--- config.mk ---
export PLATFORM = sky130hd
export DESIGN_NAME = pis_controller
export DESIGN_NICKNAME = d
export VERILOG_FILES = /design/src/hw/rtl/pis_pkg.sv /design/src/hw/rtl/pis_controller.sv
export SDC_FILE = /design/constraint.sdc
export NUM_CORES = 1
export LEC_CHECK = 0
export BUFFER_PORTS_ARGS = -buffer_cell sky130_fd_sc_hd__buf_2
export CAP_MARGIN = 10
export CORE_AREA = 2 2 100 54
export CTS_CLUSTER_DIAMETER = 150
export DETAILED_ROUTE_END_ITERATION = 10
export DIE_AREA = 0 0 102 56
export GPL_TIMING_DRIVEN = 0
export PLACE_DENSITY_LB_ADDON = 0.12
export SYNTH_ARGS = -nofsm -noshare
export SYNTH_HDL_FRONTEND = slang
export SYNTH_SLANG_ARGS = --single-unit
export TNS_END_PERCENT = 5
--- constraint.sdc ---
create_clock -name clk -period 6.9 [get_ports clk]
set_input_delay 1.035 -clock clk [delete_from_list [all_inputs] [get_ports clk]]
set_output_delay 1.035 -clock clk [all_outputs]
set_load 0.02 [all_outputs]
--- src/hw/rtl/pis_pkg.sv ---
// shared types, constants and solve program for the pairwise interaction score block
package pis_pkg;

  localparam int FRACTION_BITS = 8;
  localparam int SUM_W         = 64;
  localparam int BW            = 288;
  localparam int LIMB_W        = 32;
  localparam int LIMBS         = 5;
  localparam int MAG_W         = LIMBS * LIMB_W;
  localparam int SHIFT         = 32 - FRACTION_BITS;
  localparam int NOPS          = 27;
  localparam int PC_W          = $clog2(NOPS);
  localparam int LIMB_IW       = $clog2(LIMBS);
  localparam int DIV_STEPS     = BW;
  localparam int DIV_CW        = $clog2(DIV_STEPS);
  localparam int SCORE_W       = 63;

  typedef enum logic [3:0] {
    DP_NOP,
    DP_CAPTURE,
    DP_ACCUM,
    DP_LOAD_A,
    DP_LOAD_B,
    DP_STEP,
    DP_FINISH,
    DP_DIV_START,
    DP_DIV_STEP,
    DP_OUT
  } dp_op_t;

  typedef enum logic [3:0] {
    SRC_S0, SRC_S1, SRC_S2, SRC_S3, SRC_S4, SRC_S5, SRC_S6, SRC_S7, SRC_S8,
    SRC_C00, SRC_C01, SRC_C02, SRC_C11, SRC_C12, SRC_C22, SRC_T
  } src_t;

  typedef enum logic [3:0] {
    DST_C00, DST_C01, DST_C02, DST_C11, DST_C12, DST_C22, DST_T, DST_DET, DST_NUM
  } dst_t;

  typedef struct packed {
    src_t a;
    src_t b;
    dst_t dst;
    logic clr;
    logic neg;
    logic dbl;
  } prog_t;

  typedef struct packed {
    dp_op_t               op;
    src_t                 src;
    dst_t                 dst;
    logic                 clr;
    logic                 neg;
    logic                 dbl;
    logic [LIMB_IW-1:0]   li;
    logic [LIMB_IW-1:0]   lj;
  } dp_cmd_t;

  typedef struct packed {
    logic last;
    logic skip_div;
  } dp_status_t;

  function automatic prog_t mk(src_t a, src_t b, dst_t d, logic c, logic n, logic x);
    prog_t p;
    p.a = a; p.b = b; p.dst = d; p.clr = c; p.neg = n; p.dbl = x;
    return p;
  endfunction

  // adjugate, determinant, then quadratic form
  function automatic prog_t prog_entry(logic [PC_W-1:0] pc);
    prog_t p;
    case (pc)
      5'd0:  p = mk(SRC_S6, SRC_S8,  DST_C00, 1'b1, 1'b0, 1'b0);
      5'd1:  p = mk(SRC_S7, SRC_S7,  DST_C00, 1'b0, 1'b1, 1'b0);
      5'd2:  p = mk(SRC_S5, SRC_S7,  DST_C01, 1'b1, 1'b0, 1'b0);
      5'd3:  p = mk(SRC_S4, SRC_S8,  DST_C01, 1'b0, 1'b1, 1'b0);
      5'd4:  p = mk(SRC_S4, SRC_S7,  DST_C02, 1'b1, 1'b0, 1'b0);
      5'd5:  p = mk(SRC_S5, SRC_S6,  DST_C02, 1'b0, 1'b1, 1'b0);
      5'd6:  p = mk(SRC_S3, SRC_S8,  DST_C11, 1'b1, 1'b0, 1'b0);
      5'd7:  p = mk(SRC_S5, SRC_S5,  DST_C11, 1'b0, 1'b1, 1'b0);
      5'd8:  p = mk(SRC_S4, SRC_S5,  DST_C12, 1'b1, 1'b0, 1'b0);
      5'd9:  p = mk(SRC_S3, SRC_S7,  DST_C12, 1'b0, 1'b1, 1'b0);
      5'd10: p = mk(SRC_S3, SRC_S6,  DST_C22, 1'b1, 1'b0, 1'b0);
      5'd11: p = mk(SRC_S4, SRC_S4,  DST_C22, 1'b0, 1'b1, 1'b0);
      5'd12: p = mk(SRC_S3, SRC_C00, DST_DET, 1'b1, 1'b0, 1'b0);
      5'd13: p = mk(SRC_S4, SRC_C01, DST_DET, 1'b0, 1'b0, 1'b0);
      5'd14: p = mk(SRC_S5, SRC_C02, DST_DET, 1'b0, 1'b0, 1'b0);
      5'd15: p = mk(SRC_S0, SRC_S0,  DST_T,   1'b1, 1'b0, 1'b0);
      5'd16: p = mk(SRC_T,  SRC_C00, DST_NUM, 1'b1, 1'b0, 1'b0);
      5'd17: p = mk(SRC_S1, SRC_S1,  DST_T,   1'b1, 1'b0, 1'b0);
      5'd18: p = mk(SRC_T,  SRC_C11, DST_NUM, 1'b0, 1'b0, 1'b0);
      5'd19: p = mk(SRC_S2, SRC_S2,  DST_T,   1'b1, 1'b0, 1'b0);
      5'd20: p = mk(SRC_T,  SRC_C22, DST_NUM, 1'b0, 1'b0, 1'b0);
      5'd21: p = mk(SRC_S0, SRC_S1,  DST_T,   1'b1, 1'b0, 1'b0);
      5'd22: p = mk(SRC_T,  SRC_C01, DST_NUM, 1'b0, 1'b0, 1'b1);
      5'd23: p = mk(SRC_S0, SRC_S2,  DST_T,   1'b1, 1'b0, 1'b0);
      5'd24: p = mk(SRC_T,  SRC_C02, DST_NUM, 1'b0, 1'b0, 1'b1);
      5'd25: p = mk(SRC_S1, SRC_S2,  DST_T,   1'b1, 1'b0, 1'b0);
      5'd26: p = mk(SRC_T,  SRC_C12, DST_NUM, 1'b0, 1'b0, 1'b1);
      default: p = mk(SRC_S0, SRC_S0, DST_T, 1'b1, 1'b0, 1'b0);
    endcase
    return p;
  endfunction

endpackage

--- src/hw/rtl/pis_controller.sv ---
// sequencer for sample accumulation, solve program and division
module pis_controller (
  input  logic                clk,
  input  logic                rst_n,
  input  logic                in_valid,
  output logic                in_ready,
  output logic                out_valid,
  input  logic                out_ready,
  input  pis_pkg::dp_status_t status,
  output pis_pkg::dp_cmd_t    cmd
);

  typedef enum logic [11:0] {
    ST_IDLE  = 12'b000000000001,
    ST_M1    = 12'b000000000010,
    ST_M2    = 12'b000000000100,
    ST_M3    = 12'b000000001000,
    ST_ACC   = 12'b000000010000,
    ST_LDA   = 12'b000000100000,
    ST_LDB   = 12'b000001000000,
    ST_STEP  = 12'b000010000000,
    ST_FIN   = 12'b000100000000,
    ST_CHECK = 12'b001000000000,
    ST_DIV   = 12'b010000000000,
    ST_DONE  = 12'b100000000000
  } state_t;

  state_t                         state_r, state_nxt;
  logic [pis_pkg::PC_W-1:0]       pc_r, pc_nxt;
  logic [pis_pkg::LIMB_IW-1:0]    li_r, li_nxt, lj_r, lj_nxt;
  logic [pis_pkg::DIV_CW-1:0]     dcnt_r, dcnt_nxt;
  logic                           out_valid_r, out_valid_nxt;
  pis_pkg::prog_t                 ent;

  assign ent = pis_pkg::prog_entry(pc_r);

  always_comb begin
    state_nxt     = state_r;
    pc_nxt        = pc_r;
    li_nxt        = li_r;
    lj_nxt        = lj_r;
    dcnt_nxt      = dcnt_r;
    out_valid_nxt = out_valid_r & ~out_ready;
    cmd.op  = pis_pkg::DP_NOP;
    cmd.src = ent.a;
    cmd.dst = ent.dst;
    cmd.clr = ent.clr;
    cmd.neg = ent.neg;
    cmd.dbl = ent.dbl;
    cmd.li  = li_r;
    cmd.lj  = lj_r;
    case (state_r)
      ST_IDLE: begin
        if (in_valid) begin
          cmd.op    = pis_pkg::DP_CAPTURE;
          state_nxt = ST_M1;
        end
      end
      ST_M1: state_nxt = ST_M2;
      ST_M2: state_nxt = ST_M3;
      ST_M3: state_nxt = ST_ACC;
      ST_ACC: begin
        cmd.op = pis_pkg::DP_ACCUM;
        pc_nxt = '0;
        state_nxt = status.last ? ST_LDA : ST_IDLE;
      end
      ST_LDA: begin
        cmd.op    = pis_pkg::DP_LOAD_A;
        state_nxt = ST_LDB;
      end
      ST_LDB: begin
        cmd.op    = pis_pkg::DP_LOAD_B;
        cmd.src   = ent.b;
        li_nxt    = '0;
        lj_nxt    = '0;
        state_nxt = ST_STEP;
      end
      ST_STEP: begin
        cmd.op = pis_pkg::DP_STEP;
        if (lj_r == pis_pkg::LIMB_IW'(pis_pkg::LIMBS - 1)) begin
          lj_nxt = '0;
          if (li_r == pis_pkg::LIMB_IW'(pis_pkg::LIMBS - 1)) state_nxt = ST_FIN;
          else li_nxt = li_r + 1'b1;
        end else begin
          lj_nxt = lj_r + 1'b1;
        end
      end
      ST_FIN: begin
        cmd.op = pis_pkg::DP_FINISH;
        if (pc_r == pis_pkg::PC_W'(pis_pkg::NOPS - 1)) begin
          state_nxt = ST_CHECK;
        end else begin
          pc_nxt    = pc_r + 1'b1;
          state_nxt = ST_LDA;
        end
      end
      ST_CHECK: begin
        if (status.skip_div) begin
          state_nxt = ST_DONE;
        end else begin
          cmd.op    = pis_pkg::DP_DIV_START;
          dcnt_nxt  = '0;
          state_nxt = ST_DIV;
        end
      end
      ST_DIV: begin
        cmd.op = pis_pkg::DP_DIV_STEP;
        if (dcnt_r == pis_pkg::DIV_CW'(pis_pkg::DIV_STEPS - 1)) state_nxt = ST_DONE;
        else dcnt_nxt = dcnt_r + 1'b1;
      end
      ST_DONE: begin
        if (!(out_valid_r && !out_ready)) begin
          cmd.op        = pis_pkg::DP_OUT;
          out_valid_nxt = 1'b1;
          state_nxt     = ST_IDLE;
        end
      end
      default: state_nxt = ST_IDLE;
    endcase
  end

  always_ff @(posedge clk) begin
    if (!rst_n) begin
      state_r     <= ST_IDLE;
      pc_r        <= '0;
      li_r        <= '0;
      lj_r        <= '0;
      dcnt_r      <= '0;
      out_valid_r <= 1'b0;
    end else begin
      state_r     <= state_nxt;
      pc_r        <= pc_nxt;
      li_r        <= li_nxt;
      lj_r        <= lj_nxt;
      dcnt_r      <= dcnt_nxt;
      out_valid_r <= out_valid_nxt;
    end
  end

  assign in_ready  = (state_r == ST_IDLE);
  assign out_valid = out_valid_r;

endmodule

# Word level (Yosys, flattened, before mapping)
# Memory sizes are Yosys's and may differ from the RTL's. A register that Yosys moved wholly into a read port is not among the register bits.
# Cells that the tools add are included.
classes:
  n_eq_ne: 25
  reduce_logical: 9
  n_mux: 28
  shifts: 0
  bitwise_logic: 2
  div_mod_pow: 0
  order_cmp: 0
  multipliers: 0
  n_addsub: 4
ops:
  columns: ["cell", "count"]
  rows:
  - ["$pmux W12 S12", 1]
  - ["$mux W12", 6]
  - ["$pmux W4 S9", 1]
  - ["$mux W9", 2]
  - ["$ne A2 B2 Y1 const B", 9]
  - ["$pmux W9 S2", 1]
  - ["$mux W5", 3]
  - ["$eq A12 B1 Y1 const B", 1]
  - ["$eq A12 B10 Y1 const B", 1]
  - ["$eq A12 B11 Y1 const B", 1]
  - ["$eq A12 B12 Y1 const B", 1]
  - ["$eq A12 B2 Y1 const B", 1]
  - ["$eq A12 B3 Y1 const B", 1]
  - ["$eq A12 B4 Y1 const B", 1]
  - ["$eq A12 B5 Y1 const B", 1]
  - ["$eq A12 B6 Y1 const B", 1]
  - ["$eq A12 B7 Y1 const B", 1]
  - ["$eq A12 B8 Y1 const B", 1]
  - ["$eq A12 B9 Y1 const B", 1]
  - ["$mux W3", 4]
  - ["$pmux W3 S2", 2]
  - ["$mux W10", 1]
  - ["$pmux W5 S2", 1]
  - ["$add A9 B1 Y9 const B", 1]
  - ["other kinds (16)", 24]
totals:
  latchBits: 0
  memories: 1
  ramBits: 0
  wordCells: 75
  romBits: 480
  register_bits: 33
mem_list:
  columns: ["memory", "depth", "width", "rd", "rd_clocked_by_memory_dff", "write_ports", "line_no", "text"]
  rows:
  - ["(name not given)", 32, 15, 1, 1, 0, "pis_pkg.sv:74", "case (pc)"]

# Longest topological paths before layout
# Gate-level depths: netlist of the first run.
logic_depth:
  ltp_word: 5
  ltp_mapped: 12

# Worst setup path before layout of the first run
# Ideal clock, no wire load.
synth_path:
  path_kind: "reg2reg"
  from: "register pc_r[0] (netlist bit)"
  to: "register, netlist name ent[2]"
  path_stages_with_launch: 12
  arrival_time_ps: 2652
  setup_time_ps: 117
  setup_slack_ps: 4131
  required_time_ps: 6783
  n_path_buf: 1
  cell_sequence: "dfxtp_1 -> inv_1 -> ha_1 -> and4b_1 -> and4b_1 -> a21oi_2 -> a21oi_2 -> or2b_4 -> ha_1 -> clkbuf_1 -> or3_1 -> a32o_1"
synth_via:
  elab_chain_len: 5
synth_rtl:
  columns: ["item", "line_no", "text"]
  rows:
  - ["start, declared", "pis_controller.sv:29", "logic [pis_pkg::PC_W-1:0] pc_r, pc_nxt;"]
  - ["start signal, assigned", "pis_controller.sv:132", "pc_r <= pc_nxt;"]
  - ["$add A5 B1 Y5 / $eq A5 B5 Y1 (equally long branches)", "pis_controller.sv:93, pis_controller.sv:90", null]
  - ["$mux W5 / $ne A2 B2 Y1 (equally long branches)", null, null]
  - ["$pmux W5 S2 / $reduce_and A2 Y1 (equally long branches)", null, null]
  - ["$mux W5 (no line) (*) (2 in series)", null, null]
# Mark *: on every way between the ends. The rest lies on a longest branch, timed or not. The select of a mux whose other input is x is not followed.
# A chain may end at the register's enable or synchronous reset.

==> metrics.md, run 1 <==
| Metric | Value |
|---|---|
| Leak pwr | 1.35 nW |
| Die area | 0.00571 sq mm |
| Status | complete, no violations |
| Initial antenna violation count | 0 |
| PostCTS Resize Cnt | 0 |
| Max-Cap Viols | 0 |
| P&R area growth vs syn | 11.2% |
| Critical path capture point type | output port |
| M2 GR Usage | 30.0% |
| Clk buf depth | 2 |
| Share of post-route cells with drive strength above 1 | 19.6% |
| CP startpoint kind | flop |
| Slowest-stage cell, CP | nor4_2 |
| CTS Sinks | 47 |
| Final #Nets | about 380 |
| Peak supply drop | 138 uV |
| Rows | 18 |
| DP Area | 0.00300 sq mm |
| Commonest non-fill, non-tap cells in the layout | dfxtp_1, buf_2, nand2_1, nor2_1, a21oi_1 |
| H-Tree Depth | 2 |
| Buffers on Ports | 28 |
| Reg clk slew, reported paths | 0.09 ns |
| Vias per std cell | ~5.9 |
| GR Util met3 | 7.41% |
| Dpl hpwl | 5050 um |
| Total GRT Usage | between 20% and 30% |
| Drt pass-1 iters | 5 |
| Final Critical Period | 3.50 ns |
| Clock latency on the worst-skew pair | 0.30 ns |
| WP data required | 5.86 ns |
| Core area | about 0.0048 sq mm |
| Max_slew headroom | 50.8% |
| Syn avg cell area | 8.48 sq um |
| GRT Max-Usage Layer | met1 |
| Final setup TNS | 0 ns |
| Fin. Hold Viols | 0 |
| DRT iter0 DRCs | around 350 |
| Syn. warnings | 0 |
| IO Pins | 29 |
| FMAX | 286 MHz |
| Tightest Pin Transition | 0.727 ns |
| N_diodes | 0 |
| Initial core utilization | 58.1% |
| Remaining global-route overflow | 0 |
| Routability cong. | ~0.97 |
| Worst Path Arrival | ~2.5 ns |
| Finished layout cell area | 0.00308 sq mm |
| Hold buffers post-CTS | 0 |
| Commonest non-fill, non-tap cell in the layout | dfxtp_1 |
| Routed WL per cell | 15.6 um |
| Unique masters post-synth | 59 |
| GR Layer Usage met1 | 39.8% |
| Register bit count reported by yosys | 47 |
| CTS tree | yes |
| Synthesized Nets | 347 |
| EDFF count, synth | 0 |
| Worst min path class | reg2reg |
| WS Path Type | reg2out |
| First-pass GRT wire length | 10,800 um |
| Final period util | between 50% and 60% |
| Top_reg_cell synth | dfxtp_1 |
| Antenna-violating nets left | 0 |
| Crit-path max FO | 9 |
| DRC Markers | 0 |
| Number of fillers in the final layout | between 400 and 500 |
| Setup Fix Bufs, Post-CTS | 0 |
| Final setup vio count | 0 |
| Ys async rst share | 0% |
| Power Total | 0.487 mW |
| Power Dens Cells | between 150 and 200 mW/mm^2 |
| Vias | 2,534 |
| CP peak stage delay | between 0.5 and 0.6 ns |
| Die Span Y | 56 um |
| Mapped Cells | 327 |
| Fin. max-slew vios | 0 |
| RSZ-0062 raised after global routing | false |
| Hold Slack | 0.520 ns |
| Cell Chain, Critical Path | nor4_2, and2_1, buf_2, nand2_1, and2_1, nand2_1, buf_2 |
| Sequential share of the synthesized area | about a third |
| Vias in the first global route | approximately 2,100 |
| Root buffer cell | clkbuf_8 |
| TritonCTS Buffers | 5 |
| Largest net degree at the start of global routing | 15 |
| Synth Cell Area | ~0.0028 sq mm |
| Clock skew | 0.00721 ns |
| Final WL | 6740 um |
| Overall die width | roughly 100 um |
## final timing paths
kind | slack [ns] | startpoint | depth (start not counted) | endpoint
worst max-delay path | 3.40 | state_r[9] | 7 | cmd[19]
worst min-delay path | 0.52 | li_r[0] | 2 | li_r[0]
worst max register to register | 3.69 | pc_r[0] | 11 | ent[2]
worst min register to register | 0.52 | li_r[0] | 2 | li_r[0]
## critical path: cells and delay by family (launching register included)
| family | cells | cell delay, ns |
|---|---|---|
| buffers and inverters | 2 | 0.33 |
| flip-flops | 1 | 0.38 |
| AND/OR/NAND/NOR | 5 | 1.46 |
## flip-flops by register name, indices dropped and copies added (netlist names)
register / flops
ent: 14
dcnt_r: 9
state_r: 12
li_r: 3
pc_r: 5
lj_r: 3
out_valid: 1
## per-layer routing
metal,vias to the layer above,wire length (um)
met5,-,0
met4,0,34
met3,6,664
met2,113,2520
met1,1187,3520
li1,1228,-
## area by class of cell
type	count	area (sq um)	share of cell area, %
clock inverter	2	13.8	0.446
clock buffer	5	68.8	2.23
timing repair buffer	28	140	4.54
multi-input combinational	246	1650	53.6
tap	70	87.6	2.84
buffer	17	111	3.61
inverter	17	68.8	2.23
sequential	47	941	30.5
## Yosys cell counts (5+ instances only)
| cell type | number | area [sq um] |
|---|---|---|
| dfxtp_1 | 47 | 941 |
| nand2_1 | 31 | 116 |
| nor2_1 | 31 | 116 |
| a21oi_1 | 20 | 100 |
| o21ai_0 | 17 | 85.1 |
| inv_1 | 15 | 56.3 |
| nand3_1 | 15 | 75.1 |
| ha_1 | 14 | 175 |
| xor2_1 | 9 | 78.8 |
| and3_1 | 8 | 50.1 |
| buf_4 | 7 | 52.6 |
| nand4_1 | 7 | 43.8 |
| nor2b_1 | 7 | 43.8 |
| a32oi_1 | 5 | 43.8 |
| buf_2 | 5 | 25.0 |
| mux2_2 | 5 | 56.3 |
| nand2b_1 | 5 | 31.3 |
## per-stage QoR
stage | cells | util [%] | setup slack [ns]
after detailed placement | 425 | 62.9 | 3.75
after global routing | 432 | 64.6 | 3.31
final | 432 | 64.6 | 3.40
after floorplan | 327 | - | 4.13
after CTS | 432 | 64.6 | 3.45
after global placement | 425 | 62.9 | 3.80
## cells by family (layout without fill, tap and decap cells)
kind of cell / count (synthesis) / in the layout / synth area share (%)
AND/OR/NAND/NOR: 141 / 141 / 29.2
AO/OA/AOI/OAI: 71 / 71 / 17.0
XOR/XNOR: 11 / 11 / 3.47
multiplexers: 9 / 9 / 3.56
buffers and inverters: 34 / 69 / 6.49
flip-flops: 47 / 47 / 33.9
adder cells (fa/ha/maj): 14 / 14 / 6.31
## power breakdown
group          internal [mW]  switching (mW)  total [mW]
clock                 0.0695          0.0946       0.164
combinational         0.0177          0.0267      0.0444
sequential             0.274         0.00467       0.278
total                  0.361           0.126       0.487
No activity file was read; power rests on OpenSTA's default activity.
==> run 2: changes to the inputs <==
ABC_AREA = 1   (was unset)
CORE_AREA = 2 2 107 57   (was 2 2 100 54)
DIE_AREA = 0 0 109 59   (was 0 0 102 56)
clock period = 3.15 ns   (was 6.9 ns; I/O delays follow)
==> run 2 against run 1 <==
Net effect: synthesized area rose by 2.6%; sequential share of layout area decreased by 1.1 points; critical endpoint is now ent[13]; sequential power up 120%.
==> metrics.md, run 2 <==
| Metric | Value |
|---|---|
| Status | complete, no violations |
| Routability cong. | 0.905 |
| Worst min path class | in2reg |
| Die area | about 0.0064 sq mm |
| Vias | roughly 2,700 |
| Worst Path Arrival | 2.74 ns |
| Clock skew | 0.00489 ns |
| Root buffer cell | clkbuf_8 |
| Min-Delay Endpoint | out_valid |
| Worst r2r path cells | 12 |
| FF-to-FF Start | pc_r[0] |
| Unique masters post-synth | 37 |
| CTS tree | yes |
| WP data required | around 3.3 ns |
| Leak pwr | 1.64 nW |
| N_diodes | 0 |
| PostCTS Resize Cnt | 0 |
| Final setup vio count | 0 |
| CP startpoint kind | flop |
| Hold Crit Start | out_ready |
| Final Critical Period | 2.56 ns |
| Syn avg cell area | between 6 and 7 sq um |
| Syn. warnings | 0 |
| WS Path Type | reg2reg |
| Power Total | approximately 1.3 mW |
| Initial antenna violation count | 0 |
| Fin. Hold Viols | 0 |
| Dpl hpwl | between 4000 and 5000 um |
| Reg clk slew, reported paths | around 0.09 ns |
| Top cells by area, synth | dfxtp_1, nand2_1, inv_1 |
| Register area | 941 sq um |
| CTS Sinks | 47 |
| Final WL | 6470 um |
| Synthesized Nets | around 430 |
| Overall die width | roughly 110 um |
| First-pass GRT wire length | 11,100 um |
| Antenna-violating nets left | 0 |
| Setup Fix Bufs, Post-CTS | 0 |
| Total GRT Usage | 22.1% |
| EDFF count, synth | 0 |
| Reg2reg end | ent[13] |
| Max-Cap Viols | 0 |
| Clk buf depth | 2 |
| Commonest non-fill, non-tap cell in the layout | nand2_1 |
| Largest area contributor in the netlist | dfxtp_1 |
| Top_reg_cell synth | dfxtp_1 |
| GR Util met3 | ~5.4% |
| Multi-input gate area | 0.00157 sq mm |
| Sequential share of the synthesized area | 33.1% |
| Hold Crit Depth | 4 |
| Clock latency on the worst-skew pair | 0.30 ns |
| GR Layer Usage met1 | 26.8% |
| Most common cell in the netlist | nand2_1 |
| DRT iter0 DRCs | 135 |
| Commonest non-fill, non-tap cells in the layout | nand2_1, inv_1, dfxtp_1 |
| Final setup TNS | 0 ns |
| Buffers on Ports | 28 |
| FF-to-FF setup slack | ~0.59 ns |
| DRC Markers | 0 |
| Peak supply drop | ~230 uV |
| Power Dens Cells | 416 mW/mm^2 |
| Top cell type's share of synthesized area | 33.1% |
| Crit-path max FO | 8 |
| H-Tree Depth | 2 |
| Mapped Cells | 407 |
| Tightest Pin Transition | 0.721 ns |
| Synth cell count leaders | nand2_1, inv_1, dfxtp_1 |
| Fin. max-slew vios | 0 |
| Vias in the first global route | 2,554 |
| RSZ-0062 raised after global routing | false |
| Critical path capture point type | flop |
| Routed WL per cell | about 13 um |
| Largest register FFs | 14 |
| Vias per std cell | 5.23 |
| IO Pins | 29 |
| FMAX | between 300 and 400 MHz |
| Largest net degree at the start of global routing | 15 |
| Remaining global-route overflow | 0 |
| Drt pass-1 iters | 4 |
| Core area | 0.00540 sq mm |
| Rows | 19 |
| Max_slew headroom | between 50% and 60% |
| Register bit count reported by yosys | 47 |
| Share of post-route cells with drive strength above 1 | 20.1% |
| Ys async rst share | 0% |
| Final period util | about 81% |
| M2 GR Usage | 39.0% |
| Synth Cell Area | between 0.002 and 0.003 sq mm |
| Hold buffers post-CTS | 0 |
| P&R area growth vs syn | 12.3% |
| Die Span Y | between 50 and 60 um |
| TritonCTS Buffers | 5 |
| GRT Max-Usage Layer | met2 |
| Initial core utilization | between 50% and 60% |
| Number of fillers in the final layout | 501 |
| Final #Nets | approximately 460 |
==> run 2: routing by layer <==
layer,wire (um),vias up
met2,3120,69
li1,-,1364
met4,86,0
met1,2940,1254
met5,0,-
met3,326,12
==> run 2: worst max-delay path: stages, from the launching register on <==
cell and delay [ns]:
dfxtp_1 0.40, inv_1 0.10, ha_1 0.21, nand4_1 0.16, nand3_4 0.15, nand3_1 0.10
nand2_1 0.12, nand2_2 0.19, inv_1 0.14, ha_1 0.37, nand4_1 0.21, a21oi_1 0.19
o21ai_0 0.09
==> run 2: how the worst max path moves through the flow <==
stage	startpoint	to	slack, ns	cells after the start
floorplan	pc_r[0]	ent[12]	1.07	16
global placement	pc_r[0]	ent[13]	0.70	12
detailed placement	pc_r[0]	ent[13]	0.66	12
CTS	pc_r[0]	ent[13]	0.64	13
global route	pc_r[0]	ent[13]	0.40	13
finish	pc_r[0]	ent[13]	0.59	12
==> run 2: cell families (layout without fill, tap and decap cells) <==
family / Yosys count / in the layout / share of synthesized area [%]
fa+ha+maj: 14 / 14 / 6.15
buf+inv: 76 / 112 / 11.6
simple gates: 221 / 221 / 38.4
xor+xnor: 5 / 5 / 1.54
mux: 4 / 4 / 1.58
flops: 47 / 47 / 33.1
compound gates: 40 / 40 / 7.65
==> run 2: final cells by class <==
type,count,share of cell area (%)
flip-flops and latches,47,29.4
multi-input cells,284,49.3
inverters,63,7.40
clock inverters,2,1.10
plain buffers,13,2.98
repair buffers,28,4.39
clock buffers,6,2.58
well taps,73,2.86
==> run 2: where the power goes <==
part | total (mW) | switching, mW | internal (mW) | leakage (nW)
Combinational | 0.245 | 0.169 | 0.0756 | 1.20
Clock | 0.463 | 0.206 | 0.257 | 0.0612
Sequential | 0.623 | 0.0127 | 0.610 | 0.379
==> run 2: through the flow <==
stage | instance area, sq um | setup WS, ns | hold slack (ns) | utilization (%) | std cells
6_report | 3200 | 0.593 | 0.480 | 59.2 | 516
4_1_cts | 3200 | 0.642 | 0.472 | 59.2 | 516
2_1_floorplan | 2850 | 1.07 | 0.454 | - | 407
3_3_place_gp | 3080 | 0.703 | 0.458 | 57.0 | 508
3_5_place_dp | 3080 | 0.657 | 0.476 | 57.0 | 508
5_1_grt | 3200 | 0.399 | 0.507 | 59.2 | 516
==> run 3: changes to the inputs <==
CORE_AREA = 2 2 102 55   (was 2 2 107 57)
DIE_AREA = 0 0 104 57   (was 0 0 109 59)
clock period = 2.4 ns   (was 3.15 ns; I/O delays follow)
==> run 3 against run 2 <==
Net effect: cell count rose by 0.97%; largest power group unchanged; worst hold slack got worse by 0.12 ns; routed wire length rose by 7.3%; sequential share of layout area fell by 0.43 points; critical path depth rose by 1; count of clock-buffer cells in the layout did not move; register-to-register slack got worse by 0.50 ns; power rose by 28%.
==> metrics.md, run 3 (synthesis gave the netlist of run 2 again) <==
| Metric | Value |
|---|---|
| Status | complete, no violations |
| Initial core utilization | 55.4% |
| Register area | 942 sq um |
| Clock skew | around 0.012 ns |
| Root buffer cell | clkbuf_8 |
| Antenna-violating nets left | 0 |
| Worst Path Arrival | 2.51 ns |
| WS Path Type | reg2reg |
| Finished layout cell area | about 0.0032 sq mm |
| IO Pins | 29 |
| Leak pwr | 1.66 nW |
| Total GRT Usage | 24.1% |
| TritonCTS Buffers | 5 |
| P&R area growth vs syn | 14.1% |
| Buffers on Ports | 28 |
| Core area | slightly above 0.005 sq mm |
| CTS Sinks | 47 |
| Multi-input gate area | 0.00161 sq mm |
| Largest register FFs | 14 |
| Overall die width | 104 um |
| Final period util | between 90 and 100% |
| Drt pass-1 iters | 5 |
| Crit-path max FO | 12 |
| Critical Path Start | state_r[5] |
| Critical path capture point type | flop |
| DRT iter0 DRCs | 218 |
| Final Critical Period | 2.31 ns |
| Rows | 19 |
| Routed WL per cell | 13.3 um |
| Fin. max-slew vios | 0 |
| CP peak stage delay | 0.36 ns |
| Dpl hpwl | 5270 um |
| Final WL | roughly 7000 um |
| RSZ-0062 raised after global routing | true |
| Worst min path class | in2reg |
| FMAX | 433 MHz |
| Final setup vio count | 0 |
| Share of post-route cells with drive strength above 1 | 22.3% |
| CP dominant cell by count | nand2_2 |
| CTS tree | yes |
| Placed cells | between 500 and 600 |
| Post-Layout Cell Count | 521 |
| Fin. Hold Viols | 0 |
| Vias per std cell | 5.25 |
| Max_slew headroom | between 60% and 70% |
| Final #Nets | 467 |
| Hold buffers post-CTS | 0 |
| Largest net degree at the start of global routing | 16 |
| Remaining global-route overflow | 0 |
| Reg clk slew, reported paths | 0.09 ns |
| Commonest non-fill, non-tap cell in the layout | nand2_1 |
| FF-to-FF Start | state_r[5] |
| Initial antenna violation count | 0 |
| Die area | between 0.005 and 0.006 sq mm |
| Hold Crit Start | out_ready |
| DP Area | ~0.0031 sq mm |
| N_diodes | 0 |
| Cell Chain, Critical Path | nor2_1, nand2_2, nor2_8, nand3_4, buf_4, nand2_2, nand2_2, nand2_4, ha_4, nand4_1, nand3_1, nand3_1, nand2_1 |
| Number of fillers in the final layout | 459 |
| Routability cong. | 1.01 |
| Max-Cap Viols | 0 |
| Vias in the first global route | 2,247 |
| H-Tree Depth | 2 |
| DRC Markers | 0 |
| Commonest non-fill, non-tap cells in the layout | nand2_1, inv_1, dfxtp_1 |
| Power Dens Cells | 525 mW/mm^2 |
| Slowest-stage cell, CP | dfxtp_1 |
| Die Span Y | 57 um |
| Peak supply drop | 366 uV |
| FF-to-FF setup slack | 0.09 ns |
| Clock latency on the worst-skew pair | around 0.32 ns |
| Vias | between 2,000 and 3,000 |
| Tightest Pin Transition | 0.590 ns |
| First-pass GRT wire length | 11,200 um |
| CP startpoint kind | flop |
| WP data required | 2.60 ns |
| Clk buf depth | 2 |
[run 3: worst paths after layout]
path                             endpoint  cells after the start
worst max-delay path               ent[7]                     13
worst max register to register     ent[7]                     13
worst min-delay path            out_valid                      4
worst min register to register    lj_r[2]                      1
[run 3: area by class of cell]
class	count	area share, %
Clock inverter	2	0.501
Clock buffer	6	2.54
Multi-Input combinational cell	284	49.4
Buffer	13	2.93
Tap cell	73	2.81
Inverter	63	7.28
Timing Repair Buffer	33	5.47
Sequential cell	47	29.0
[run 3: where the power goes]
group | switching, mW | internal [mW]
Sequential | 0.0175 | 0.801
Clock | 0.294 | 0.236
Combinational | 0.238 | 0.117
[run 3: stage by stage]
stage | utilization, % | hold slack (ns) | setup WS (ns) | setup TNS, ns | power, mW
after floorplan | - | 0.454 | 0.322 | 0 | 1.08
after global placement | 59.9 | 0.465 | -0.0593 | -0.110 | 1.15
after detailed placement | 59.9 | 0.472 | -0.0566 | -0.122 | 1.16
after CTS | 62.0 | 0.364 | 0.00582 | 0 | 1.68
after global routing | 63.2 | 0.383 | -0.0351 | -0.0543 | 1.79
final | 63.2 | 0.359 | 0.0890 | 0 | 1.70
[run 3: routing by layer]
layer	global-route usage, %	share of wire, %	vias up
met4	5.98	0.94	0
met1	40.5	52	1223
li1	-	-	1379
met3	6.40	11	7
met5	0	0	-
met2	28.8	36	126
[run 3: what timing repair did]
action                                  in CTS  in global routing
buffers inserted                             0                  5
endpoints found under the setup margin       3                 11
pin swaps                                    2                  6
hold endpoints to repair                     0                  0
gates resized for setup                      2                  7
[run 3: critical path, delay by kind of cell (launching register included)]
family	cells	cell delay (ns)
and+or+nand+nor	11	1.42
adders and majority gates	1	0.24
buffers and inverters	1	0.17
DFF	1	0.36
